--- src/design/obstacle_avoid_heading_steer_macros.svh ---
// Assertion macros for the obstacle avoidance steering block.
`ifndef OBSTACLE_AVOID_HEADING_STEER_MACROS_SVH
`define OBSTACLE_AVOID_HEADING_STEER_MACROS_SVH
`ifndef SYNTHESIS
`define OAHS_ASSERT(label, expr) \
   label: assert property (@(posedge clock) disable iff (reset) (expr)) \
      else $error("check failed in %m");
`define OAHS_ASSERT_NEXT(label, ante, cons) \
   label: assert property (@(posedge clock) disable iff (reset) (ante) |=> (cons)) \
      else $error("check failed in %m");
`else
`define OAHS_ASSERT(label, expr)
`define OAHS_ASSERT_NEXT(label, ante, cons)
`endif
`endif

--- src/design/oahs_pkg.sv ---
`default_nettype none
package oahs_pkg;

   localparam int unsigned PULSE_W     = 16;
   localparam int unsigned RANGE_W     = 16;
   localparam int unsigned HEADING_W   = 12;
   localparam int unsigned GAIN_W      = 7;
   localparam int unsigned HOLD_W      = 8;
   localparam int unsigned CSR_INDEX_W = 3;
   localparam int unsigned CSR_DATA_W  = 16;
   localparam int unsigned ERR_W       = 14;
   localparam int unsigned MAG_W       = 21;
   localparam int unsigned SUM_W       = MAG_W + 1;
   localparam int unsigned RECIP_W     = 20;
   localparam int unsigned RECIP_SHIFT = 23;

   localparam logic [RECIP_W-1:0]      RECIP_TEN     = 20'd838861;
   localparam logic [RANGE_W-1:0]      OBSTACLE_CM   = 16'd50;
   localparam logic [PULSE_W-1:0]      PART_THROTTLE = 16'd3200;
   localparam logic signed [ERR_W-1:0] HALF_TURN     = 14'sd1800;
   localparam logic signed [ERR_W-1:0] FULL_TURN     = 14'sd3600;

   localparam logic [HOLD_W-1:0] HOLD_UNTIL_NEXT = 8'd0;
   localparam logic [HOLD_W-1:0] HOLD_TURN       = 8'd65;
   localparam logic [HOLD_W-1:0] HOLD_REVERSE    = 8'd150;
   localparam logic [HOLD_W-1:0] HOLD_FORWARD    = 8'd50;

   localparam logic [HEADING_W-1:0] RESET_TARGET_HEADING = 12'd1800;
   localparam logic [GAIN_W-1:0]    RESET_GAIN_TENTHS    = 7'd10;
   localparam logic [PULSE_W-1:0]   RESET_STEER_CENTER   = 16'd2805;
   localparam logic [PULSE_W-1:0]   RESET_STEER_LEFT     = 16'd2185;
   localparam logic [PULSE_W-1:0]   RESET_STEER_RIGHT    = 16'd3275;
   localparam logic [PULSE_W-1:0]   RESET_DRIVE_STOP     = 16'd2765;
   localparam logic [PULSE_W-1:0]   RESET_DRIVE_REVERSE  = 16'd2028;
   localparam logic [PULSE_W-1:0]   RESET_DRIVE_FORWARD  = 16'd3400;

   typedef enum logic [CSR_INDEX_W-1:0] {
      CSR_TARGET_HEADING,
      CSR_GAIN_TENTHS,
      CSR_STEER_CENTER,
      CSR_STEER_LEFT_LIMIT,
      CSR_STEER_RIGHT_LIMIT,
      CSR_DRIVE_STOP,
      CSR_DRIVE_REVERSE,
      CSR_DRIVE_FORWARD
   } csr_index_type;

   typedef enum logic [1:0] {
      PHASE_CLEAR,
      PHASE_BACK_UP,
      PHASE_STOP
   } phase_type;

   typedef enum logic [1:0] {
      ACT_STEER,
      ACT_TURN,
      ACT_BACK_UP,
      ACT_STOP
   } action_type;

   typedef struct packed {
      logic [RANGE_W-1:0]   range_cm;
      logic [HEADING_W-1:0] compass_heading;
   } req_type;

   typedef struct packed {
      logic [PULSE_W-1:0] steer_pulse;
      logic [PULSE_W-1:0] drive_pulse;
      logic [HOLD_W-1:0]  hold_ticks;
      logic               last_of_run;
   } rsp_type;

   typedef struct packed {
      logic [HEADING_W-1:0] target_heading;
      logic [GAIN_W-1:0]    gain_tenths;
      logic [PULSE_W-1:0]   steer_center;
      logic [PULSE_W-1:0]   steer_left_limit;
      logic [PULSE_W-1:0]   steer_right_limit;
      logic [PULSE_W-1:0]   drive_stop;
      logic [PULSE_W-1:0]   drive_reverse;
      logic [PULSE_W-1:0]   drive_forward;
   } cfg_type;

   typedef struct packed {
      action_type              action;
      logic signed [SUM_W-1:0] sum;
   } work_type;

endpackage
`default_nettype wire

--- src/design/obstacle_avoid_heading_steer.sv ---
// Each request carries a range sample and a compass heading and produces one command, or
// two while backing away from an obstacle, each a steering and drive pulse width with a
// hold time. Requests pass through an input register, a register holding the avoidance
// decision and the scaled heading error, and the output register. A request is taken
// every cycle as long as commands are taken; a request in the back-up phase holds the
// output register for both of its commands, so the next request waits behind it.
// Configuration writes take effect on the next cycle and should be made only while no
// request is in flight.
`default_nettype none
`include "obstacle_avoid_heading_steer_macros.svh"
module obstacle_avoid_heading_steer (
   input  logic                              clock,
   input  logic                              reset,
   input  logic                              req_valid,
   output logic                              req_ready,
   input  oahs_pkg::req_type                 req_payload,
   output logic                              rsp_valid,
   input  logic                              rsp_ready,
   output oahs_pkg::rsp_type                 rsp_payload,
   input  logic                              csr_write_enable,
   input  logic [oahs_pkg::CSR_INDEX_W-1:0]  csr_index,
   input  logic [oahs_pkg::CSR_DATA_W-1:0]   csr_write_data
);

   oahs_pkg::cfg_type  cfg;
   logic               work_valid;
   logic               work_ready;
   oahs_pkg::work_type work;
   logic               rsp_reverse_fire;
   logic               rsp_is_forward;
   logic               rsp_is_reverse;

   oahs_csr u_csr (
      .clock            (clock),
      .reset            (reset),
      .csr_write_enable (csr_write_enable),
      .csr_index        (csr_index),
      .csr_write_data   (csr_write_data),
      .cfg              (cfg)
   );

   oahs_front u_front (
      .clock       (clock),
      .reset       (reset),
      .cfg         (cfg),
      .req_valid   (req_valid),
      .req_ready   (req_ready),
      .req_payload (req_payload),
      .work_valid  (work_valid),
      .work_ready  (work_ready),
      .work        (work)
   );

   oahs_back u_back (
      .clock       (clock),
      .reset       (reset),
      .cfg         (cfg),
      .work_valid  (work_valid),
      .work_ready  (work_ready),
      .work        (work),
      .rsp_valid   (rsp_valid),
      .rsp_ready   (rsp_ready),
      .rsp_payload (rsp_payload)
   );

   assign rsp_reverse_fire = rsp_valid && rsp_ready && !rsp_payload.last_of_run;
   assign rsp_is_forward   = rsp_payload.last_of_run
                             && rsp_payload.hold_ticks == oahs_pkg::HOLD_FORWARD;
   assign rsp_is_reverse   = rsp_payload.hold_ticks == oahs_pkg::HOLD_REVERSE
                             && rsp_payload.steer_pulse == cfg.steer_right_limit;

   // The reverse command is always followed at once by the forward hard-left command.
   `OAHS_ASSERT_NEXT(a_forward_follows_reverse, rsp_reverse_fire, rsp_valid && rsp_is_forward)
   // Only the reverse command is not the last of its request, and it steers hard right.
   `OAHS_ASSERT(a_only_reverse_not_last, !rsp_valid || rsp_payload.last_of_run || rsp_is_reverse)

endmodule
`default_nettype wire

--- src/design/oahs_csr.sv ---
`default_nettype none
module oahs_csr (
   input  logic                                clock,
   input  logic                                reset,
   input  logic                                csr_write_enable,
   input  logic [oahs_pkg::CSR_INDEX_W-1:0]    csr_index,
   input  logic [oahs_pkg::CSR_DATA_W-1:0]     csr_write_data,
   output oahs_pkg::cfg_type                   cfg
);

   oahs_pkg::cfg_type cfg_ff, cfg_in;

   always_comb begin
      cfg_in = cfg_ff;
      if (csr_write_enable) begin
         unique case (oahs_pkg::csr_index_type'(csr_index))
            oahs_pkg::CSR_TARGET_HEADING: begin
               cfg_in.target_heading = csr_write_data[oahs_pkg::HEADING_W-1:0];
            end
            oahs_pkg::CSR_GAIN_TENTHS: begin
               cfg_in.gain_tenths = csr_write_data[oahs_pkg::GAIN_W-1:0];
            end
            oahs_pkg::CSR_STEER_CENTER: begin
               cfg_in.steer_center = csr_write_data[oahs_pkg::PULSE_W-1:0];
            end
            oahs_pkg::CSR_STEER_LEFT_LIMIT: begin
               cfg_in.steer_left_limit = csr_write_data[oahs_pkg::PULSE_W-1:0];
            end
            oahs_pkg::CSR_STEER_RIGHT_LIMIT: begin
               cfg_in.steer_right_limit = csr_write_data[oahs_pkg::PULSE_W-1:0];
            end
            oahs_pkg::CSR_DRIVE_STOP: begin
               cfg_in.drive_stop = csr_write_data[oahs_pkg::PULSE_W-1:0];
            end
            oahs_pkg::CSR_DRIVE_REVERSE: begin
               cfg_in.drive_reverse = csr_write_data[oahs_pkg::PULSE_W-1:0];
            end
            oahs_pkg::CSR_DRIVE_FORWARD: begin
               cfg_in.drive_forward = csr_write_data[oahs_pkg::PULSE_W-1:0];
            end
            default: begin
               cfg_in = cfg_ff;
            end
         endcase
      end
   end

   always_ff @(posedge clock) begin
      if (reset) begin
         cfg_ff.target_heading    <= oahs_pkg::RESET_TARGET_HEADING;
         cfg_ff.gain_tenths       <= oahs_pkg::RESET_GAIN_TENTHS;
         cfg_ff.steer_center      <= oahs_pkg::RESET_STEER_CENTER;
         cfg_ff.steer_left_limit  <= oahs_pkg::RESET_STEER_LEFT;
         cfg_ff.steer_right_limit <= oahs_pkg::RESET_STEER_RIGHT;
         cfg_ff.drive_stop        <= oahs_pkg::RESET_DRIVE_STOP;
         cfg_ff.drive_reverse     <= oahs_pkg::RESET_DRIVE_REVERSE;
         cfg_ff.drive_forward     <= oahs_pkg::RESET_DRIVE_FORWARD;
      end else begin
         cfg_ff <= cfg_in;
      end
   end

   assign cfg = cfg_ff;

endmodule
`default_nettype wire

--- src/design/oahs_front.sv ---
`default_nettype none
module oahs_front (
   input  logic                clock,
   input  logic                reset,
   input  oahs_pkg::cfg_type   cfg,
   input  logic                req_valid,
   output logic                req_ready,
   input  oahs_pkg::req_type   req_payload,
   output logic                work_valid,
   input  logic                work_ready,
   output oahs_pkg::work_type  work
);

   localparam int unsigned SUM_W = oahs_pkg::SUM_W;
   localparam int unsigned ERR_W = oahs_pkg::ERR_W;

   logic                    in_valid_ff, in_valid_in;
   oahs_pkg::req_type       in_ff;
   logic                    work_valid_ff, work_valid_in;
   oahs_pkg::work_type      work_ff, work_in;
   oahs_pkg::phase_type     phase_ff, phase_in;
   logic                    advance;
   logic                    req_fire;
   logic signed [ERR_W-1:0] err_raw, err_high, err_wrap;
   logic signed [SUM_W-1:0] err_ext, gain_ext, center_ext, product;

   assign advance   = in_valid_ff && (!work_valid_ff || work_ready);
   assign req_ready = !in_valid_ff || advance;
   assign req_fire  = req_valid && req_ready;

   // Heading error, wrapped once into the half turn either side of the target.
   assign err_raw  = $signed({2'b00, cfg.target_heading})
                   - $signed({2'b00, in_ff.compass_heading});
   assign err_high = (err_raw > oahs_pkg::HALF_TURN) ? err_raw - oahs_pkg::FULL_TURN : err_raw;
   assign err_wrap = (err_high < -oahs_pkg::HALF_TURN) ? err_high + oahs_pkg::FULL_TURN
                                                       : err_high;

   assign err_ext    = {{(SUM_W-ERR_W){err_wrap[ERR_W-1]}}, err_wrap};
   assign gain_ext   = {{(SUM_W-oahs_pkg::GAIN_W){1'b0}}, cfg.gain_tenths};
   assign center_ext = {{(SUM_W-oahs_pkg::PULSE_W){1'b0}}, cfg.steer_center};
   assign product    = err_ext * gain_ext;

   always_comb begin
      phase_in       = phase_ff;
      work_in.sum    = (center_ext <<< 3) + (center_ext <<< 1) + product;
      work_in.action = oahs_pkg::ACT_STEER;
      if (in_ff.range_cm >= oahs_pkg::OBSTACLE_CM) begin
         phase_in = oahs_pkg::PHASE_CLEAR;
      end else begin
         unique case (phase_ff)
            oahs_pkg::PHASE_CLEAR: begin
               work_in.action = oahs_pkg::ACT_TURN;
               phase_in       = oahs_pkg::PHASE_BACK_UP;
            end
            oahs_pkg::PHASE_BACK_UP: begin
               work_in.action = oahs_pkg::ACT_BACK_UP;
               phase_in       = oahs_pkg::PHASE_STOP;
            end
            default: begin
               work_in.action = oahs_pkg::ACT_STOP;
            end
         endcase
      end
   end

   assign in_valid_in   = req_fire || (in_valid_ff && !advance);
   assign work_valid_in = advance || (work_valid_ff && !work_ready);

   always_ff @(posedge clock) begin
      if (reset) begin
         in_valid_ff   <= 1'b0;
         work_valid_ff <= 1'b0;
         phase_ff      <= oahs_pkg::PHASE_CLEAR;
      end else begin
         in_valid_ff   <= in_valid_in;
         work_valid_ff <= work_valid_in;
         if (advance) begin
            phase_ff <= phase_in;
         end
      end
   end

   always_ff @(posedge clock) begin
      if (req_fire) begin
         in_ff <= req_payload;
      end
      if (advance) begin
         work_ff <= work_in;
      end
   end

   assign work_valid = work_valid_ff;
   assign work       = work_ff;

endmodule
`default_nettype wire

--- src/design/oahs_back.sv ---
`default_nettype none
module oahs_back (
   input  logic                clock,
   input  logic                reset,
   input  oahs_pkg::cfg_type   cfg,
   input  logic                work_valid,
   output logic                work_ready,
   input  oahs_pkg::work_type  work,
   output logic                rsp_valid,
   input  logic                rsp_ready,
   output oahs_pkg::rsp_type   rsp_payload
);

   localparam int unsigned SUM_W   = oahs_pkg::SUM_W;
   localparam int unsigned MAG_W   = oahs_pkg::MAG_W;
   localparam int unsigned RECIP_W = oahs_pkg::RECIP_W;
   localparam int unsigned PULSE_W = oahs_pkg::PULSE_W;

   logic                        rsp_valid_ff, rsp_valid_in;
   logic                        second_ff, second_in;
   oahs_pkg::rsp_type           rsp_ff, rsp_in;
   logic                        load, rsp_fire;
   logic                        negative;
   logic [MAG_W-1:0]            magnitude, quotient;
   logic [MAG_W+RECIP_W-1:0]    scaled;
   logic signed [SUM_W-1:0]     steer_raw, steer_low, steer_sat, left_ext, right_ext;
   logic [PULSE_W-1:0]          steer_law;

   // Division by ten, truncated toward zero, by a reciprocal multiply on the magnitude.
   assign negative  = work.sum[SUM_W-1];
   assign magnitude = negative ? MAG_W'(-work.sum) : MAG_W'(work.sum);
   assign scaled    = {{RECIP_W{1'b0}}, magnitude} * {{MAG_W{1'b0}}, oahs_pkg::RECIP_TEN};
   assign quotient  = {{(oahs_pkg::RECIP_SHIFT-RECIP_W){1'b0}},
                       scaled[MAG_W+RECIP_W-1:oahs_pkg::RECIP_SHIFT]};
   assign steer_raw = negative ? -$signed({1'b0, quotient}) : $signed({1'b0, quotient});

   assign left_ext  = $signed({{(SUM_W-PULSE_W){1'b0}}, cfg.steer_left_limit});
   assign right_ext = $signed({{(SUM_W-PULSE_W){1'b0}}, cfg.steer_right_limit});
   assign steer_low = (steer_raw < left_ext) ? left_ext : steer_raw;
   assign steer_sat = (steer_low > right_ext) ? right_ext : steer_low;
   assign steer_law = steer_sat[PULSE_W-1:0];

   assign rsp_fire   = rsp_valid_ff && rsp_ready;
   assign work_ready = !rsp_valid_ff || (rsp_ready && !second_ff);
   assign load       = work_valid && work_ready;

   always_comb begin
      rsp_valid_in = rsp_valid_ff;
      second_in    = second_ff;
      rsp_in       = rsp_ff;
      if (rsp_fire) begin
         if (second_ff) begin
            rsp_in    = '{cfg.steer_left_limit, cfg.drive_forward,
                          oahs_pkg::HOLD_FORWARD, 1'b1};
            second_in = 1'b0;
         end else begin
            rsp_valid_in = 1'b0;
         end
      end
      if (load) begin
         rsp_valid_in = 1'b1;
         second_in    = 1'b0;
         unique case (work.action)
            oahs_pkg::ACT_STEER: begin
               rsp_in = '{steer_law, cfg.drive_forward, oahs_pkg::HOLD_UNTIL_NEXT, 1'b1};
            end
            oahs_pkg::ACT_TURN: begin
               rsp_in = '{cfg.steer_right_limit, oahs_pkg::PART_THROTTLE,
                          oahs_pkg::HOLD_TURN, 1'b1};
            end
            oahs_pkg::ACT_BACK_UP: begin
               rsp_in    = '{cfg.steer_right_limit, cfg.drive_reverse,
                             oahs_pkg::HOLD_REVERSE, 1'b0};
               second_in = 1'b1;
            end
            oahs_pkg::ACT_STOP: begin
               rsp_in = '{cfg.steer_left_limit, cfg.drive_stop,
                          oahs_pkg::HOLD_UNTIL_NEXT, 1'b1};
            end
         endcase
      end
   end

   always_ff @(posedge clock) begin
      if (reset) begin
         rsp_valid_ff <= 1'b0;
         second_ff    <= 1'b0;
      end else begin
         rsp_valid_ff <= rsp_valid_in;
         second_ff    <= second_in;
      end
   end

   always_ff @(posedge clock) begin
      rsp_ff <= rsp_in;
   end

   assign rsp_valid   = rsp_valid_ff;
   assign rsp_payload = rsp_ff;

endmodule
`default_nettype wire
--- config.mk ---
export PLATFORM = sky130hd
export DESIGN_NAME = obstacle_avoid_heading_steer
export DESIGN_NICKNAME = d
export VERILOG_FILES = /design/src/design/oahs_pkg.sv /design/src/design/obstacle_avoid_heading_steer.sv /design/src/design/oahs_csr.sv /design/src/design/oahs_front.sv /design/src/design/oahs_back.sv
export VERILOG_INCLUDE_DIRS = /design/src /design/src/design
export SDC_FILE = /design/constraint.sdc
export NUM_CORES = 1
export LEC_CHECK = 0
export BUFFER_PORTS_ARGS = -buffer_cell sky130_fd_sc_hd__clkbuf_2
export CORE_UTILIZATION = 45
export DETAILED_ROUTE_END_ITERATION = 8
export PLACE_DENSITY = 0.66
export SYNTH_ARGS = -nofsm -noshare
export SYNTH_HDL_FRONTEND = slang
export SYNTH_HIERARCHICAL = 1
export SYNTH_SLANG_ARGS = --single-unit
--- constraint.sdc ---
create_clock -name clock -period 25.2 [get_ports clock]
set_input_delay 0 -clock clock [delete_from_list [all_inputs] [get_ports clock]]
set_output_delay 0 -clock clock [all_outputs]
set_load 0.05 [all_outputs]
---- Word level (Yosys, flattened, before mapping) ----
Index checks and enable logic that the tools add are counted.
cells by class
  reduce and logical (&&, ||, !) cells .... 35
  add/sub/neg operators ................... 7
  mux-type cells .......................... 19
  multiply operators ...................... 2
  equality and inequality tests ........... 12
  order comparisons ....................... 5
operator list
  operator                count
  $pmux 41 s4             1
  $mux 41                 3
  $mux 22                 2
  $mul 21x20->41 const B  1
  $mux 14                 2
  $add 22x22->22          1
  $gt 22x17->1            1
  $lt 22x17->1            1
  $mul 14x8->22           1
  $neg 18->22             1
  $reduce_and 2->1        11
  $mux 21                 1
  $neg 21->21             1
  $add 19x17->20          1
  $ge 16x6->1 const B     1
  $mux 16                 1
  $add 14x13->14 const B  1
  $gt 14x12->1 const B    1
  $lt 14x12->1 const B    1
  $sub 14x13->14 const B  1
  $sub 12x12->13          1
  $eq 3x3->1 const B      4
  $pmux 2 s2              2
  $logic_and 1x1->1       7
  13 further kinds        32
word-level totals
  register bits after elaboration ......... 214

---- Longest topological paths before layout ----
Gate-level depths: netlist (run 1).
  word-level depth ........................ 11
  depth in mapped cells ................... 68

---- By module ----
The synthesis (run 1) kept the hierarchy.
by module, submodules not included
  module      instances  area an instance (um^2)  cells each
  oahs_back   1          12,285.5                 1,381
  oahs_front  1          8,338.0                  901
  oahs_csr    1          4,484.3                  416

---- Worst setup path after synthesis (run 1) ----
OpenSTA, ideal clock, no wires.
  path type ............................... register to register
  start point ............................. reg u_front.work_ff (netlist bit u_front/work[3])
  end point ............................... reg u_back.rsp_ff (netlist bit u_back/rsp_payload[30]) (data pin)
  setup slack ............................. 11,820 ps
  period minus slack after synthesis ...... 13,380 ps
  stages on the path, launching flop included .. 66
  required time ........................... 24,929 ps
  arrival time ............................ 13,109 ps
  path buffers ............................ 4
  cell sequence ........................... edfxtp_1 or3_1 nor3_1 nand2_1 or3_1 or4_1 o21ai_0 xor2_1 inv_1 ha_1 fa_1 ha_1 inv_1 fa_1 inv_1 fa_1 fa_1 inv_1 (+30 left out) a21o_1 inv_1 ha_1 nor2b_1 o21a_1 o21a_1 o21a_1 o21a_1 o21a_1 o21ai_0 a21oi_1 nor4_1 o2bb2ai_1 nand2b_1 buf_2 o31ai_4 buf_2 o221ai_1
RTL lines
  item                    RTL line          source
  start, declared         oahs_front.sv:20  oahs_pkg::work_type work_ff, work_in;
  start signal, assigned  oahs_front.sv:88  work_ff <= work_in;
  end signal, assigned    oahs_back.sv:95   rsp_ff <= rsp_in;
  end, declared           oahs_back.sv:21   oahs_pkg::rsp_type rsp_ff, rsp_in;

==> metrics.yaml, run 1 <==
status: "finished clean"
wl_um: 64900
final_hold_viol_count: 0
reg2reg_to: "u_back/rsp_payload[29]$_DFFE_PP_"
core_um2: 55100
yosysUniqueCellTypes: 104
hpwl_um: 53000
die_y_um: 238
start_util_pct: 45.6
cpMostUsedCell: "inv_1"
critPathMaxStageDelay_ns: 0.63
worst_clock_skew_ns: 0.0165
grt_setup_unrepaired: "no"
syn_nets: 3299
clock_latency_ns: 0.53
drc_errors: 0
min_period_over_period_pct: 63.6
path_clk_slew_ns: 0.06
grt_pass1_wl_um: 106000
r2r_start: "u_front/work[3]$_DFFE_PP_"
cts-htree-levels: 1
grt_remaining_overflow: 0
setup_viol: 0
die_x_um: 238
ant_nets: 0
gp_congestion: 0.925
arrival_ns: 16.20
setup.worst_path.end: "u_back/rsp_payload[29]$_DFFE_PP_"
cpMaxStageDelayCell: "ha_1"
viasPerCell: 5.45
placedCellCount: 3464
fin_cells: 3544
synth_edf_count: 88
yosys_register_bits: 209
drt-initial-drc-count: 983
cts_tree: "yes"
final_cell_area_um2: 27400
first_pass_iters: 7
fin_nets: 3383
cp_max_fo: 25
grt_usage_pct: 23.3
dr_total_vias: 19316
worstMarginPinSlew_ns: 1.22
fmax_mhz: 62.4
finalHoldWorstSlack_ns: 0.0698
fillers: 5122
avgSynthCellArea_um2: 9.31
maxSlewHeadroom_pct: 18.3
synthTopCellsByCount: "inv_1 (431), ha_1 (315), fa_1 (234)"
worstSetupPathType: "reg2reg"
cts_buffer_depth: 3
crit_path_start: "u_front/work[3]$_DFFE_PP_"
netlist.area_leader.share_pct: 18.7
synth_area_leader_cell: "fa_1"
synthesis.area_um2: 25100
antennaDiodeCount: 0
seq_area_frac_synth_pct: 20.2
cts_hold_repair.buffers: 43
synth.most_common_cell: "inv_1"
yosys-top-cells-area: "fa_1 (19%), ha_1 (16%), edfxtp_1 (11%)"
portBuffers: 92
rows: 86
period_minus_slack_ns: 16.02
drive_above_1_share_pct: 6.80
setup_tns_ns: 0
root_buffer: "clkbuf_16"
synth_ff_type: "dfxtp_1"
ctsResizeCount: 0
dpl_cell_area_um2: 26200
grt_antenna_before_repair: 0
cts_setup_buffers: 0
start_kind: "flop"
reg2reg_slack_ns: 9.18
syn2layout_area_growth_pct: 8.93
critPathRequiredTime_ns: 25.39
ys.warnings.count: 6
worstRegToRegCells: 61
min_path_type: "in2reg"
io_pins: 95
grt_pass1_vias: 20369
wl_per_cell_um: 18.3
cts_buffers: 21
synthCells: 2698
grt_max_degree: 101
cap_viol_max_count: 0
ys_async_sr_fraction_pct: 0
die_area_um2: 56700
cts_sinks: 209
finalMaxSlewViolations: 0
cp-end-kind: "flop"
## how the worst min path moves through the flow
stage / from / to / slack [ns] / cells after the start
6_report: csr_write_data[13] / u_csr/cfg[45]$_SDFFE_PP0P_ / 0.07 / 3
5_1_grt: csr_write_data[15] / u_csr/cfg[63]$_SDFFE_PP0P_ / 0.11 / 3
4_1_cts: csr_write_data[13] / u_csr/cfg[45]$_SDFFE_PP0P_ / 0.05 / 3
3_5_place_dp: req_payload[14] / u_front/in_ff[14]$_DFFE_PP_ / 0.18 / 1
3_3_place_gp: req_payload[1] / u_front/in_ff[1]$_DFFE_PP_ / 0.18 / 1
2_1_floorplan: reset / u_back/rsp_valid$_SDFFE_PP0P_ / 0.07 / 1
## sequential cells by signal, summed over array words and instances (netlist names)
| signal | count |
|---|---|
| u_csr/cfg | 115 |
| u_back/rsp_payload | 37 |
| u_front/in_ff | 27 |
| u_front/work | 24 |
| u_front/phase_ff | 2 |
| u_back/rsp_valid | 1 |
| u_back/second_ff | 1 |
| u_front/in_valid_ff | 1 |
| u_front/work_valid | 1 |
## cell families (layout without fill, tap and decap cells)
group	count (synthesis)	count (layout)	synth area share, %
muxes	147	147	6.08
DFF	209	209	20.2
xor gates and xnor gates	133	133	4.64
AOI/OAI and AO/OA	433	433	12.0
and+or+nand+nor	706	706	14.6
other	1	1	0.0149
adders and majority gates	549	549	34.4
buffers and inverters	520	618	8.15
## stage by stage
stage	utilization (%)	worst slack (ns)
CTS	49.6	9.24
detailed placement	47.6	9.30
global route	49.6	7.93
global placement	47.6	9.37
floorplan	-	11.82
finish	49.6	9.18
## final cells by class
type	instances	area (µm²)	area share [%]
clock buffer	29	608	2.22
sequential	209	5060	18.5
clock inverter	8	101	0.371
tap	748	936	3.42
multi-input combinational	1969	18000	65.9
timing repair buffer	149	998	3.65
inverter	432	1620	5.93
## worst max-delay path: cells and delay by family (launching register included)
family,cells,cell delay [ns]
flip-flops,1,0.48
AO/OA/AOI/OAI,25,5.31
adder cells (fa/ha/maj),11,4.86
XOR/XNOR,2,0.56
buffers and inverters,7,0.81
AND/OR/NAND/NOR,16,3.63
## layout by cell type (no fill, tap or decap), drive strengths merged, types with 39 or more instances in the layout
master       count
a21o            39
a21oi           93
and2            41
clkbuf         120
dfxtp          121
dlygate4sd3     43
edfxtp          88
fa             234
ha             315
inv            434
mux2i          137
nand2          160
nand2b         113
nor2           161
nor2b           40
o21ai           94
xnor2           90
xor2            43
## routing by layer
layer	up-vias	track usage [%]	share of wire, %
met5	-	0	0
met4	0	8.16	3.6
met3	128	2.08	3.9
met2	453	42.4	50
met1	9427	28.7	42
li1	9308	-	-
Power of run 1 is left out: the tool's default activity adds up to more than one toggle a clock period on the data nets, which glitch-free logic cannot reach.
==> run 2, diff against run 1 <==
- clock period: 25.2 -> 16.1 ns (I/O delays scaled with it)
==> run 2 against run 1 <==
Effect of this change:
- largest cell class unchanged
- non-clock buffer count is 4 higher
- global-route usage is 0.070 points lower
- worst setup slack worse by 8.2 ns
==> metrics.yaml, run 2 (same netlist as run 1, synthesis figures left out) <==
cts_sinks: 209
final_common_cell: "inv_1"
path_clk_slew_ns: 0.07
maxSlewHeadroom_pct: 20.8
cts_buffers: 22
rows: 86
grt_remaining_overflow: 0
crit_path_start: "u_front/work[3]$_DFFE_PP_"
grt_pass1_vias: 20200
critPathMaxStageDelay_ns: 0.56
worstRegToRegCells: 59
fin_nets: 3388
critPathRequiredTime_ns: 16.45
die_area_um2: 56700
r2r_start: "u_front/work[3]$_DFFE_PP_"
cpMaxStageDelayCell: "fa_1"
cts_buffer_depth: 3
fmax_mhz: 66.3
grt_setup_unrepaired: "no"
min_period_over_period_pct: 93.7
hpwl_um: 53400
cts_tree: "yes"
io_pins: 95
setup_viol: 0
drt-initial-drc-count: 1220
cts-htree-levels: 1
min_path_type: "in2reg"
worst_clock_skew_ns: 0.0137
syn2layout_area_growth_pct: 9.19
cap_viol_max_count: 0
status: "finished clean"
viasPerCell: 5.48
wl_um: 66000
grt_antenna_before_repair: 0
arrival_ns: 15.44
setup.worst_path.end: "u_back/rsp_payload[39]$_DFFE_PP_"
antennaDiodeCount: 0
worstMarginPinSlew_ns: 1.19
cp_max_fo: 24
portBuffers: 92
start_util_pct: 45.6
worstSetupPathType: "reg2reg"
grt_pass1_wl_um: 105000
die_x_um: 238
drc_errors: 0
wl_per_cell_um: 18.6
ant_nets: 0
grt_max_degree: 77
first_pass_iters: 5
drive_above_1_share_pct: 7.10
core_um2: 55100
gp_congestion: 0.950
period_minus_slack_ns: 15.08
setup_tns_ns: 0
layout_common_cells: "inv_1 (431), ha_1 (315), fa_1 (234)"
start_kind: "flop"
die_y_um: 238
finalMaxSlewViolations: 0
largest_reg_flops: 115
dr_total_vias: 19451
reg2reg_to: "u_back/rsp_payload[39]$_DFFE_PP_"
grt_usage_pct: 23.3
clock_latency_ns: 0.53
root_buffer: "clkbuf_16"
cp-end-kind: "flop"
reg2reg_slack_ns: 1.02
final_hold_viol_count: 0
## run 2: area by class of cell
cell class	instances	area [µm²]
inverters	432	1620
fillers	5159	27700
clock buffers	25	593
multi-input cells	1969	18000
clock inverters	15	130
well taps	748	936
repair buffers	153	1040
flip-flops and latches	209	5060
## run 2: what timing repair did
action                                  4_1_cts  5_1_grt
endpoints found under the setup margin        0       16
hold buffers                                 42        0
gates resized for setup                       0        2
setup buffers                                 0        1
hold endpoints to repair                    108        0
## run 2: worst min-delay path by stage
stage / cells past startpoint / slack, ns / from / to
6_report: 3 / 0.06 / csr_index[1] / u_csr/cfg[24]$_SDFFE_PP1P_
5_1_grt: 3 / 0.06 / csr_write_data[13] / u_csr/cfg[77]$_SDFFE_PP0P_
4_1_cts: 3 / 0.04 / csr_index[1] / u_csr/cfg[24]$_SDFFE_PP1P_
3_5_place_dp: 1 / 0.18 / req_payload[15] / u_front/in_ff[15]$_DFFE_PP_
3_3_place_gp: 1 / 0.18 / req_payload[2] / u_front/in_ff[2]$_DFFE_PP_
2_1_floorplan: 1 / 0.07 / reset / u_back/rsp_valid$_SDFFE_PP0P_
## run 2: metrics by stage
stage	hold WS (ns)	utilization [%]	setup WS, ns	area [µm²]	cells
4_1_cts	0.0404	49.7	0.726	27400	3550
6_report	0.0614	49.8	1.02	27400	3551
3_3_place_gp	0.178	47.6	1.04	26200	3468
5_1_grt	0.0601	49.8	0.0995	27400	3551
2_1_floorplan	0.0691	-	2.72	25100	2698
3_5_place_dp	0.179	47.6	0.785	26200	3468
## run 2: critical path, delay by kind of cell (launching register included)
family	cells	cell delay (ns)
AOI/OAI and AO/OA	22	4.13
adders and majority gates	11	4.57
buffers and inverters	6	0.47
DFF	1	0.49
and+or+nand+nor	18	4.62
xor gates and xnor gates	2	0.63
## run 2: routing by layer
layer / track usage (%) / share of wire [%] / vias up
li1: - / - / 9325
met1: 29.0 / 43 / 9606
met2: 42.3 / 51 / 406
met3: 1.52 / 2.9 / 114
met4: 8.00 / 3.3 / 0
met5: 0 / 0 / -
Power of run 2 is left out for the same reason.
==> run 3, diff against run 2 <==
- ABC_AREA: not set -> 1
==> run 3 against run 2 <==
Effect of this change:
- core utilization is 0.53 points higher
- critical endpoint is now u_back/rsp_payload[26]$_DFFE_PP_
- area after synthesis decreased by 0.55%
- register-to-register slack improved by 0.75 ns
==> metrics.yaml, run 3 <==
status: "finished clean"
setup_viol: 0
grt_setup_unrepaired: "no"
grt_pass1_wl_um: 104000
root_buffer: "clkbuf_16"
min_to: "u_csr/cfg[44]$_SDFFE_PP0P_"
drive_above_1_share_pct: 7.74
grt_antenna_before_repair: 0
rows: 85
ant_nets: 0
synthCells: 3176
worstSetupPathType: "reg2reg"
fmax_mhz: 69.7
grt_usage_pct: 23.0
synth_area_leader_cell: "fa_1"
r2r_start: "u_front/work[0]$_DFFE_PP_"
cts-htree-levels: 1
portBuffers: 92
layout_common_cells: "inv_1 (613), nand2_1 (588), nor2_1 (344)"
cp-end-kind: "flop"
cts_tree: "yes"
first_pass_iters: 5
syn2layout_area_growth_pct: 9.46
dr_total_vias: 20455
syn_nets: 3777
final_hold_viol_count: 0
setup_tns_ns: 0
start_kind: "flop"
worstRegToRegCells: 72
finalMaxSlewViolations: 0
cts_hold_repair.buffers: 51
reg2reg_slack_ns: 1.76
gp_congestion: 0.974
cts_buffers: 23
avgSynthCellArea_um2: 7.86
period_minus_slack_ns: 14.34
critPathMaxStageDelay_ns: 0.58
grt_remaining_overflow: 0
synth_ff_type: "dfxtp_1"
synthTopCellsByCount: "inv_1 (613), nand2_1 (588), nor2_1 (345)"
drt-initial-drc-count: 1249
ctsResizeCount: 0
worst_clock_skew_ns: 0.0280
synthesis.area_um2: 25000
start_util_pct: 45.9
min_period_over_period_pct: 89.1
grt_pass1_vias: 20199
fin_nets: 3893
viasPerCell: 5.05
cpMostUsedCell: "inv_1"
largest_reg_flops: 115
min_from: "csr_index[2]"
cp_max_fo: 21
io_pins: 95
synth_edf_count: 88
critPathRequiredTime_ns: 16.38
die_x_um: 238
cts_buffer_depth: 3
hpwl_um: 52300
reg2reg_to: "u_back/rsp_payload[26]$_DFFE_PP_"
die_y_um: 238
yosys_register_bits: 209
maxSlewHeadroom_pct: 24.7
critPathBufInv: 16
drc_errors: 0
cpMaxStageDelayCell: "fa_1"
holdPathStages: 5
antennaDiodeCount: 0
cap_viol_max_count: 0
cts_setup_buffers: 0
final_common_cell: "inv_1"
wl_um: 64000
wl_per_cell_um: 15.8
cts_sinks: 209
die_area_um2: 56400
clock_latency_ns: 0.55
ys.warnings.count: 6
ys_async_sr_fraction_pct: 0
grt_max_degree: 96
worstMarginPinSlew_ns: 1.13
path_clk_slew_ns: 0.06
seq_area_frac_synth_pct: 20.3
yosys-top-cells-area: "fa_1 (19%), ha_1 (16%), edfxtp_1 (11%)"
core_um2: 54300
arrival_ns: 14.62
synth.most_common_cell: "inv_1"
yosysUniqueCellTypes: 64
netlist.area_leader.share_pct: 18.8
min_path_type: "in2reg"
cp_top_family: "adder cells"
## run 3: metal layers
layer  vias to the layer above  part of all wire [%]  track usage, %  wire length [µm]
met5                         -                     0               0                 0
met4                         0                   2.3            5.77              1460
met3                        89                   3.9            1.67              2510
met2                       444                    49            41.2             31500
met1                      9688                    44            29.9             28500
li1                      10234                     -               -                 -
## run 3: worst reg2reg max path, delay by kind of cell, from the launching register on
family	cells	cell delay [ns]
AO/OA/AOI/OAI	11	2.24
XOR/XNOR	2	0.64
adder cells (fa/ha/maj)	13	4.88
buffers and inverters	16	1.73
flip-flops	1	0.57
AND/OR/NAND/NOR	30	4.05
## run 3: worst max path at each step
stage | from | endpoint | slack (ns) | cells after the start
6_report | u_front/work[0]$_DFFE_PP_ | u_back/rsp_payload[26]$_DFFE_PP_ | 1.76 | 72
2_1_floorplan | u_front/work[0]$_DFFE_PP_ | u_back/rsp_payload[26]$_DFFE_PP_ | 4.29 | 71
4_1_cts | u_front/work[0]$_DFFE_PP_ | u_back/rsp_payload[26]$_DFFE_PP_ | 1.78 | 72
3_3_place_gp | u_front/work[0]$_DFFE_PP_ | u_back/rsp_payload[26]$_DFFE_PP_ | 1.85 | 72
3_5_place_dp | u_front/work[0]$_DFFE_PP_ | u_back/rsp_payload[26]$_DFFE_PP_ | 1.81 | 72
5_1_grt | u_front/work[0]$_DFFE_PP_ | u_back/rsp_payload[37]$_DFFE_PP_ | 0.51 | 73
## run 3: cell families after synthesis
| logic type | share of synthesized area [%] |
|---|---|
| xor+xnor | 4.27 |
| simple gates | 22.5 |
| flops | 20.3 |
| buf+inv | 10.8 |
| fa+ha+maj | 34.5 |
| compound gates | 7.57 |
| other cells | 0.0150 |
## run 3: layout make-up
type | count | area (µm²)
fill | 5268 | 27000
multi-input combinational | 2276 | 17200
sequential | 209 | 5060
inverter | 627 | 2350
timing repair buffer | 155 | 1060
tap | 739 | 925
clock buffer | 32 | 641
clock inverter | 10 | 71.3
## run 3: stage by stage
step | utilization [%] | hold WS [ns] | cell area, µm² | setup slack, ns | std cells
after detailed placement | 48.0 | 0.179 | 26100 | 1.81 | 3955
after global placement | 48.0 | 0.178 | 26100 | 1.85 | 3955
after floorplan | - | 0.0691 | 25000 | 4.29 | 3176
after CTS | 50.3 | 0.0106 | 27300 | 1.78 | 4048
after global routing | 50.3 | 0.0537 | 27300 | 0.513 | 4048
final | 50.3 | 0.0325 | 27300 | 1.76 | 4048
Power of run 3 is left out for the same reason.
